==> src/sv/rhc_pkg.sv <==
// Shared types, constants and divider step function for the RGB to HSV converter.
// No dependencies; imported by rgb_to_hsv_converter.
`timescale 1ns / 1ps

package rhc_pkg;

	localparam int unsigned CH_W  = 8;
	localparam int unsigned HUE_W = 15;
	localparam int unsigned SAT_W = 17;
	localparam int unsigned NUM_W = 23;

	localparam int unsigned HUE_SCALE  = 64;
	localparam int unsigned SECTOR_DEG = 60;
	localparam int unsigned HUE_MAX    = 360 * HUE_SCALE - 1;
	localparam int unsigned SAT_MAX    = 65536;

	// Hue offsets already scaled by HUE_SCALE.
	localparam logic [HUE_W-1:0] OFFS_RED_POS = HUE_W'(0);
	localparam logic [HUE_W-1:0] OFFS_RED_NEG = HUE_W'(360 * HUE_SCALE);
	localparam logic [HUE_W-1:0] OFFS_GREEN   = HUE_W'(120 * HUE_SCALE);
	localparam logic [HUE_W-1:0] OFFS_BLUE    = HUE_W'(240 * HUE_SCALE);

	// Divider state carried through the long-division stages.
	typedef struct packed {
		logic [CH_W-1:0]  hrem;
		logic [HUE_W-1:0] hq;
		logic [HUE_W-1:0] hnum;
		logic [CH_W-1:0]  srem;
		logic [SAT_W-1:0] sq;
		logic [CH_W-1:0]  vmax;
		logic [CH_W-1:0]  delta;
	} div_t;

	// Runs the restoring division steps for quotient bits h_hi..h_lo of the hue
	// and s_hi..s_lo of the saturation. The bounds are constants at every call.
	function automatic div_t div_pass(div_t st, int h_hi, int h_lo, int s_hi, int s_lo);
		div_t           r;
		logic [CH_W:0]  trial;
		logic           nbit;
		r = st;
		for (int j = HUE_W - 1; j >= 0; j--) begin
			if (j <= h_hi && j >= h_lo) begin
				trial = {r.hrem, r.hnum[j]};
				if (trial >= {1'b0, r.delta}) begin
					r.hq[j] = 1'b1;
					r.hrem  = CH_W'(trial - {1'b0, r.delta});
				end else begin
					r.hrem  = trial[CH_W-1:0];
				end
			end
		end
		for (int j = SAT_W - 1; j >= 0; j--) begin
			if (j <= s_hi && j >= s_lo) begin
				// The saturation dividend is delta followed by sixteen zero bits.
				nbit  = (j == SAT_W - 1) ? r.delta[0] : 1'b0;
				trial = {r.srem, nbit};
				if (trial >= {1'b0, r.vmax}) begin
					r.sq[j] = 1'b1;
					r.srem  = CH_W'(trial - {1'b0, r.vmax});
				end else begin
					r.srem  = trial[CH_W-1:0];
				end
			end
		end
		return r;
	endfunction

endpackage

==> src/sv/rgb_to_hsv_converter.sv <==
// RGB to HSV converter: five-stage pipeline with two pipelined long dividers.
// Depends on rhc_pkg for widths, hue offsets and the divider step function.
//
//   channel   direction   handshake            payload
//   pixel     in          pix_valid/pix_stall  red, green, blue (8 bit each)
//   result    out         hsv_valid/hsv_stall  hue (15), saturation (17), brightness (8)
//
// One pixel per cycle is sustained while hsv_stall stays low; the depth of the
// pipeline is set by the fifteen and seventeen quotient bits of the two
// dividers, spread over three stages of five or six steps.
// Reset clears only the stage valid bits; data registers load without reset.
// A stall at the output holds the last stage, and earlier stages keep moving
// until they close up behind it, so bubbles are squeezed out and nothing is lost.
`timescale 1ns / 1ps

module rgb_to_hsv_converter (
	input  logic                         clk,
	input  logic                         arst_n,
	input  logic                         pix_valid,
	output logic                         pix_stall,
	input  logic [rhc_pkg::CH_W-1:0]     red,
	input  logic [rhc_pkg::CH_W-1:0]     green,
	input  logic [rhc_pkg::CH_W-1:0]     blue,
	output logic                         hsv_valid,
	input  logic                         hsv_stall,
	output logic [rhc_pkg::HUE_W-1:0]    hue,
	output logic [rhc_pkg::SAT_W-1:0]    saturation,
	output logic [rhc_pkg::CH_W-1:0]     brightness
);
	import rhc_pkg::*;

	// Stage valid bits and the ready chain. A stage moves when it is empty or
	// when the stage after it moves.
	logic v_s1, v_s2, v_s3, v_s4, v_s5;
	logic rdy1, rdy2, rdy3, rdy4, rdy5;

	assign rdy5 = !v_s5 || !hsv_stall;
	assign rdy4 = !v_s4 || rdy5;
	assign rdy3 = !v_s3 || rdy4;
	assign rdy2 = !v_s2 || rdy3;
	assign rdy1 = !v_s1 || rdy2;
	assign pix_stall = !rdy1;

	always_ff @(posedge clk or negedge arst_n) begin
		if (!arst_n) begin
			v_s1 <= 1'b0;
			v_s2 <= 1'b0;
			v_s3 <= 1'b0;
			v_s4 <= 1'b0;
			v_s5 <= 1'b0;
		end else begin
			if (rdy1) v_s1 <= pix_valid;
			if (rdy2) v_s2 <= v_s1;
			if (rdy3) v_s3 <= v_s2;
			if (rdy4) v_s4 <= v_s3;
			if (rdy5) v_s5 <= v_s4;
		end
	end

	// Stage 1: largest and smallest component, delta, sector difference and
	// the sector offset. Ties go to red first, then green.
	logic [CH_W-1:0]        vmax_c, vmin_c;
	logic signed [CH_W:0]   diff_c;
	logic [HUE_W-1:0]       offs_c;

	always_comb begin
		vmax_c = (red > green) ? red : green;
		vmax_c = (vmax_c > blue) ? vmax_c : blue;
		vmin_c = (red < green) ? red : green;
		vmin_c = (vmin_c < blue) ? vmin_c : blue;
		priority if (red == vmax_c) begin
			diff_c = $signed({1'b0, green}) - $signed({1'b0, blue});
			offs_c = diff_c[CH_W] ? OFFS_RED_NEG : OFFS_RED_POS;
		end else if (green == vmax_c) begin
			diff_c = $signed({1'b0, blue}) - $signed({1'b0, red});
			offs_c = OFFS_GREEN;
		end else begin
			diff_c = $signed({1'b0, red}) - $signed({1'b0, green});
			offs_c = OFFS_BLUE;
		end
	end

	logic [CH_W-1:0]       vmax_s1, delta_s1;
	logic signed [CH_W:0]  diff_s1;
	logic [HUE_W-1:0]      offs_s1;

	always_ff @(posedge clk) begin
		if (rdy1) begin
			vmax_s1  <= vmax_c;
			delta_s1 <= vmax_c - vmin_c;
			diff_s1  <= diff_c;
			offs_s1  <= offs_c;
		end
	end

	// Stage 2: hue dividend 3840*diff + offset*delta, which is never negative,
	// and the initial remainders of both dividers. Because every quotient fits
	// its field, the dividend bits above the quotient are already below the
	// divisor and seed the remainder directly.
	logic [NUM_W-1:0]          prod_off;
	logic signed [21:0]        prod_diff;
	logic signed [NUM_W+1:0]   num_wide;
	logic [NUM_W-1:0]          num_c;
	div_t                      init_c;

	always_comb begin
		prod_off  = NUM_W'(offs_s1) * NUM_W'(delta_s1);
		prod_diff = 22'(diff_s1) * 22'(SECTOR_DEG * HUE_SCALE);
		num_wide  = $signed({2'b00, prod_off}) + (NUM_W+2)'(prod_diff);
		num_c     = num_wide[NUM_W-1:0];
		init_c.hrem  = num_c[NUM_W-1:HUE_W];
		init_c.hq    = '0;
		init_c.hnum  = num_c[HUE_W-1:0];
		init_c.srem  = {1'b0, delta_s1[CH_W-1:1]};
		init_c.sq    = '0;
		init_c.vmax  = vmax_s1;
		init_c.delta = delta_s1;
	end

	div_t div_s2, div_s3, div_s4;

	always_ff @(posedge clk) begin
		if (rdy2) div_s2 <= init_c;
		if (rdy3) div_s3 <= div_pass(div_s2, 14, 10, 16, 11);
		if (rdy4) div_s4 <= div_pass(div_s3, 9, 5, 10, 5);
	end

	// Stage 5: last quotient bits, then grey and black pixels are forced to zero.
	div_t last_c;
	assign last_c = div_pass(div_s4, 4, 0, 4, 0);

	always_ff @(posedge clk) begin
		if (rdy5) begin
			hue        <= (last_c.delta == '0) ? '0 : last_c.hq;
			saturation <= (last_c.vmax == '0) ? '0 : last_c.sq;
			brightness <= last_c.vmax;
		end
	end

	assign hsv_valid = v_s5;

`ifndef NO_ASSERTIONS
	a_hue_range: assert property (@(posedge clk) disable iff (!arst_n)
		hsv_valid |-> hue <= HUE_W'(HUE_MAX))
		else $error("hue beyond 360 degrees");

	a_sat_range: assert property (@(posedge clk) disable iff (!arst_n)
		hsv_valid |-> saturation <= SAT_W'(SAT_MAX))
		else $error("saturation above full scale");

	a_black: assert property (@(posedge clk) disable iff (!arst_n)
		hsv_valid && brightness == '0 |-> saturation == '0 && hue == '0)
		else $error("black pixel with nonzero hue or saturation");

	a_grey: assert property (@(posedge clk) disable iff (!arst_n)
		hsv_valid && saturation == '0 |-> hue == '0)
		else $error("grey pixel with nonzero hue");

	a_rem: assert property (@(posedge clk) disable iff (!arst_n)
		v_s4 && div_s4.delta != '0 |-> div_s4.hrem < div_s4.delta)
		else $error("hue divider remainder not below divisor");
`endif

endmodule
==> config.mk <==
export PLATFORM = sky130hd
export DESIGN_NAME = rgb_to_hsv_converter
export DESIGN_NICKNAME = d
export VERILOG_FILES = /design/src/sv/rhc_pkg.sv /design/src/sv/rgb_to_hsv_converter.sv
export SDC_FILE = /design/constraint.sdc
export NUM_CORES = 1
export LEC_CHECK = 0
export BUFFER_PORTS_ARGS = -buffer_cell sky130_fd_sc_hd__buf_2
export CAP_MARGIN = 25
export CORE_MARGIN = 1
export CORE_UTILIZATION = 40
export CTS_CLUSTER_DIAMETER = 40
export DETAILED_ROUTE_END_ITERATION = 8
export REMOVE_ABC_BUFFERS = 1
export SLEW_MARGIN = 15
export SYNTH_ARGS = -nofsm -noshare
export SYNTH_HDL_FRONTEND = slang
export SYNTH_SLANG_ARGS = --single-unit
==> constraint.sdc <==
create_clock -name clk -period 15 [get_ports clk]
set_clock_uncertainty 0.2 [all_clocks]
set_input_delay 1.5 -clock clk [delete_from_list [all_inputs] [get_ports clk]]
set_output_delay 1.5 -clock clk [all_outputs]
set_load 0.02 [all_outputs]
# Yosys cells after proc, flatten, opt, wreduce, memory -nomap -nowiden
# Index checks and enable logic that the tools add are counted.
# totals
register_bits	243
latchBits	0
ramBits	0
rom_bits	0
n_memories	0
# op_classes
add_sub_neg	35
multipliers	2
n_div	0
magnitude_cmp	36
n_eq_ne	2
n_shift	0
muxes	69
bitwise_logic	0
reduce_logical	14
# ops
op	count
2-to-1 mux 8 bit	50
greater-or-equal comparator 9 x 8 -> 1 bit	31
subtractor 8 bit	31
2-to-1 mux 9 bit	4
2-to-1 mux 15 bit	2
subtractor 8 x 8 -> 9 bit	3
adder 23 x 22 -> 23 bit	1
multiplier 15 x 8 -> 23 bit	1
multiplier 22 x 4 -> 14 bit, second input constant	1
equality test 8 bit	2
> comparator 8 bit	2
logical NOT 8 bit	2
less-than comparator 8 bit	2
2-to-1 mux 14 bit	1
2-to-1 mux 1 bit	12
greater-or-equal comparator 8 bit	1
logical NOT 1 bit	7
logical OR 1 bit	5

# Logic depth before layout (Yosys ltp)
# depth
ltp_word	19
ltp_mapped	61

# Worst setup path before layout
# OpenSTA, ideal clock, no wires.
# synth_timing
kind	register to register
start	register div_s2[0] (netlist bit)
end	register div_s3[35] (netlist bit), data pin
arrival_ns	12.017
path_slack_ns	2.523
path_stages_with_launch	62
period_less_slack_ns	12.477
cell_sequence	edfxtp_1 > inv_1 > ha_1 > inv_1 > fa_1 > a211oi_2 > o211ai_1 > a221oi_4 > clkbuf_1 > nor2_1 > a21oi_1 > inv_1 > ha_1 > ha_1 > nor4_1 > o21bai_1 > a21oi_1 > o211a_1 > [... 26 more ...] > nand2_1 > a31oi_1 > nand2_1 > a21oi_1 > o21ai_2 > and2_1 > ha_1 > nor2b_1 > o21ai_0 > a21oi_1 > o21ai_0 > a21boi_0 > o21ai_0 > nand3b_1 > a21o_1 > a221oi_1 > mux2_4 > mux2_2
# synth_between
elab_chain_cells	17
elab_cells_between_ends	23
# synth_lines
element	line_no	rtl
from (decl)	rgb_to_hsv_converter.sv:120	div_t div_s2, div_s3, div_s4;
from (signal assigned)	rgb_to_hsv_converter.sv:123	if (rdy2) div_s2 <= init_c;
subtractor 8 bit or greater-or-equal comparator 8 bit (tied branches)	rhc_pkg.sv:59, rhc_pkg.sv:57	
2-to-1 mux 8 bit (*)	rhc_pkg.sv:57	if (trial >= {1'b0, r.vmax}) begin
2-to-1 mux 9 bit (*)	rgb_to_hsv_converter.sv:124	if (rdy3) div_s3 <= div_pass(div_s2, 14, 10, 16, 11);
subtractor 8 bit or greater-or-equal comparator 9 x 8 -> 1 bit (tied branches)	rhc_pkg.sv:59, rhc_pkg.sv:57	
2-to-1 mux 8 bit (*)	rhc_pkg.sv:57	
2-to-1 mux 8 bit (*)	rgb_to_hsv_converter.sv:124	
subtractor 8 bit or greater-or-equal comparator 9 x 8 -> 1 bit (tied branches)	rhc_pkg.sv:59, rhc_pkg.sv:57	
2-to-1 mux 8 bit (*)	rhc_pkg.sv:57	
2-to-1 mux 8 bit (*)	rgb_to_hsv_converter.sv:124	
greater-or-equal comparator 9 x 8 -> 1 bit or subtractor 8 bit (tied branches)	rhc_pkg.sv:57, rhc_pkg.sv:59	
2-to-1 mux 8 bit (*)	rhc_pkg.sv:57	
2-to-1 mux 8 bit (*)	rgb_to_hsv_converter.sv:124	
subtractor 8 bit or greater-or-equal comparator 9 x 8 -> 1 bit (tied branches)	rhc_pkg.sv:59, rhc_pkg.sv:57	
2-to-1 mux 8 bit (*)	rhc_pkg.sv:57	
2-to-1 mux 8 bit (*)	rgb_to_hsv_converter.sv:124	
subtractor 8 bit or greater-or-equal comparator 9 x 8 -> 1 bit (tied branches)	rhc_pkg.sv:59, rhc_pkg.sv:57	
2-to-1 mux 8 bit (*)	rhc_pkg.sv:57	
to (signal assigned)	rgb_to_hsv_converter.sv:124	
to (decl)	rgb_to_hsv_converter.sv:120	
# Mark *: on every way between the ends. The rest lies on a longest branch, timed or not. The select of a mux whose other input is x is not followed.
# A chain may end at the register's enable or synchronous reset.

# Worst setup path after layout
# layout_timing
start	register div_s2[0] (netlist bit)
end	register div_s3[39] (netlist bit), data pin
# layout_between
elab_chain_cells	17
elab_cells_between_ends	23
# layout_lines
element	line_no
subtractor 8 bit or greater-or-equal comparator 8 bit (tied branches)	rhc_pkg.sv:59, rhc_pkg.sv:57
2-to-1 mux 8 bit (*)	rhc_pkg.sv:57
2-to-1 mux 9 bit (*)	rgb_to_hsv_converter.sv:124
subtractor 8 bit or greater-or-equal comparator 9 x 8 -> 1 bit (tied branches)	rhc_pkg.sv:59, rhc_pkg.sv:57
2-to-1 mux 8 bit (*)	rhc_pkg.sv:57
2-to-1 mux 8 bit (*)	rgb_to_hsv_converter.sv:124
subtractor 8 bit or greater-or-equal comparator 9 x 8 -> 1 bit (tied branches)	rhc_pkg.sv:59, rhc_pkg.sv:57
2-to-1 mux 8 bit (*)	rhc_pkg.sv:57
2-to-1 mux 8 bit (*)	rgb_to_hsv_converter.sv:124
subtractor 8 bit or greater-or-equal comparator 9 x 8 -> 1 bit (tied branches)	rhc_pkg.sv:59, rhc_pkg.sv:57
2-to-1 mux 8 bit (*)	rhc_pkg.sv:57
2-to-1 mux 8 bit (*)	rgb_to_hsv_converter.sv:124
subtractor 8 bit or greater-or-equal comparator 9 x 8 -> 1 bit (tied branches)	rhc_pkg.sv:59, rhc_pkg.sv:57
2-to-1 mux 8 bit (*)	rhc_pkg.sv:57
2-to-1 mux 8 bit (*)	rgb_to_hsv_converter.sv:124
subtractor 8 bit or greater-or-equal comparator 9 x 8 -> 1 bit (tied branches)	rhc_pkg.sv:59, rhc_pkg.sv:57
2-to-1 mux 8 bit (*)	rhc_pkg.sv:57
# Marked as above.

==> reports/metrics.cfg <==
[cells_and_area]
multiInputGateArea_um2=16600
fillCellCount=5613
area_growth_pct=11.6
drive_gt1_share_pct=13.2
seq_area_um2=6130
n_antenna_cell=0
layout.nets=3106
fin_cells=3481

[timing]
rsz0062_at_grt=no
period_share_pct=90.6
drv_slew=0
max_freq_mhz=73.6
hold_viol=0
slew_headroom_pct=42.2
tightestPinTransition_ns=0.867
setup_viol=0
fin_ws_ns=1.41
finalSetupTns_ns=0
period_needed_ns=13.59

[setup_path]
reg2reg_slack_ns=1.41
crit_fanout=12
worstSetupEndpointType=flop
critical_path_cell_count=59
crit_top_cell=o21ai_0
crit_family=compound AO/OA/AOI/OAI gates
cp-start-kind=flop
cp_slowest_cell=edfxtp_1
cp_data_required_time_ns=15.11
startpoint=div_s2[0]$_DFFE_PP_
r2r-end=div_s3[39]$_DFFE_PP_
critPathKind=flop to flop
r2r_start=div_s2[0]$_DFFE_PP_
cp.buffers_inverters=6
crit_end=div_s3[39]$_DFFE_PP_
critical_path_arrival_ns=13.70
r2r_cells=59
worst_path_largest_cell_delay_ns=0.54

[job]
max_cap_violations=0

[synth]
yosysWarningCount=0
synth_area_leaders=edfxtp_1 (25%), ha_1 (17%), mux2_2 (5.7%), fa_1 (5.7%), xnor2_1 (4.6%)
ys_seq_elements=205
avgSynthCellArea_um2=9.29
yosysUniqueCellTypes=107
postSynthCellCount=2575
async_flop_share_pct=2.44
synth_flop_cell=edfxtp_1
synth_edf_count=200
yosysTopAreaCellShare_pct=25.1
netlist_area_um2=23900
synth_top_cell_by_area=edfxtp_1
ys_seq_area_share_pct=25.6

[clock_network]
clk_latency_ns=0.57
numCtsBuffers=43
cts_tree=done
clkTransAtPathRegs_ns=0.05
h-tree-depth=2
max-clock-path-buffers=3
clockRootBuffer=clkbuf_16
cts_hold_buffers=0
clock-sinks=205

[floorplan]
start_util_pct=40.5
coreArea_um2=59000
rows=89
die_w_um=247
ioPinCount=70
die_area_um2=60800
die_y_um=247

[detailed_routing]
vias=18900
routed_via_density=5.43
drtIter0Drc=1074
avgRoutedWirePerCell_um=16.4
wirelength_mm=57.0
drt_first_pass_iters=5
drc=0
ant_nets=0

[grt]
track_usage_pct=18.9
grt_pass1_wl_mm=93.7
grt_pass1_vias=19000
grt_max_degree=47
antenna_found_initial=0
overflow=0

[placed_design]
routabilityCongestion=0.882
io_buffer_count=69
dpl.cell_count=3400
pre_cts_ws_ns=1.01
dp_hpwl_mm=45.4

[min_path]
hold_class=flop to flop

[outcome]
outcome=finished, final reports clean

[cell families (layout without fill, tap and decap cells)]
logic type               after synthesis  in the layout  synth area share (%)
XOR/XNOR                             183            183                  6.70
adder cells (fa/ha/maj)              402            402                  23.2
AO/OA/AOI/OAI                        609            609                  16.7
buffers and inverters                305            438                  4.92
multiplexers                         168            168                  7.79
AND/OR/NAND/NOR                      703            703                  15.0
flip-flops                           205            205                  25.6
[state kept, by name (all words and copies together), names as in the netlist, 5 cells and up]
name and count:
vmax_s1 8, diff_s1 9, hue 15, offs_s1 5, div_s2 31, div_s4 54, delta_s1 8, div_s3 45
brightness 8, saturation 17
[repair_timing]
action | 4_1_cts | 5_1_grt
buffers inserted | 0 | 4
resized for setup | 0 | 1
setup endpoints to repair | 0 | 9
endpoints found under the hold margin | 0 | 0
[layer usage]
| layer | vias up | GRT usage, % | share of wire, % |
|---|---|---|---|
| li1 | 9481 | - | - |
| met1 | 8968 | 24.9 | 47 |
| met2 | 377 | 32.3 | 47 |
| met3 | 81 | 2.59 | 4.1 |
| met4 | 0 | 4.76 | 2.1 |
| met5 | - | 0 | 0 |
[synth_stat cells (all sizes together) (13+ instances only)]
master	count
ha	334
o21ai	172
a21oi	154
a31oi	13
o21a	53
nand2b	45
or3	22
nor3	36
o21bai	17
mux2i	44
edfxtp	200
and2	70
nand3	36
xnor2	126
or2	18
o211ai	14
xor2	57
clkbuf	20
inv	273
nand2	134
a21o	48
nor2b	63
nand4	29
nor2	195
fa	68
mux2	124
a21boi	31
and3	18
[worst min-delay path by stage]
stage                                   from              endpoint  cells past startpoint
global route            vmax_s1[3]$_DFFE_PN_  div_s2[11]$_DFFE_PP_                      0
CTS                 div_s3[67]$_SDFFCE_PN1P_  div_s4[67]$_DFFE_PP_                      0
detailed placement      vmax_s1[5]$_DFFE_PN_  div_s2[13]$_DFFE_PP_                      0
finish              div_s3[67]$_SDFFCE_PN1P_  div_s4[67]$_DFFE_PP_                      0
floorplan               vmax_s1[2]$_DFFE_PN_  div_s2[10]$_DFFE_PP_                      0
global placement    div_s3[27]$_SDFFCE_PN1P_  div_s4[27]$_DFFE_PP_                      0
[through the flow]
stage	util, %	area (um2)	hold WS (ns)
CTS	45.1	26600	0.211
global placement	42.7	25200	0.204
finish	45.2	26700	0.212
global route	45.2	26700	0.223
floorplan	-	23800	0.200
detailed placement	42.7	25200	0.205
[cells in the final DEF (no fill, tap or decap), drive strengths merged, types with 36 or more instances in the layout]
cell type	netlist	final
inv	273	292
a21oi	154	154
xor2	57	57
a21o	48	48
o21a	53	53
mux2i	44	44
nand3	36	36
o21ai	172	172
xnor2	126	126
edfxtp	200	200
nor2	195	195
fa	68	68
nand2	134	134
nor2b	63	63
mux2	124	124
nand2b	45	45
clkbuf	20	43
nor3	36	36
and2	70	70
buf	10	86
ha	334	334
[area by class of cell]
type                    count  area share (%)
well taps                 773            3.62
multi-input cells        2065            62.3
clock buffers              43            4.03
inverters                 275            3.87
flip-flops and latches    205            23.0
clock inverters            34            1.38
repair buffers             86            1.82
Power is not shown: default switching activity piles up to over one toggle a cycle in this logic, so the estimate is an artifact.
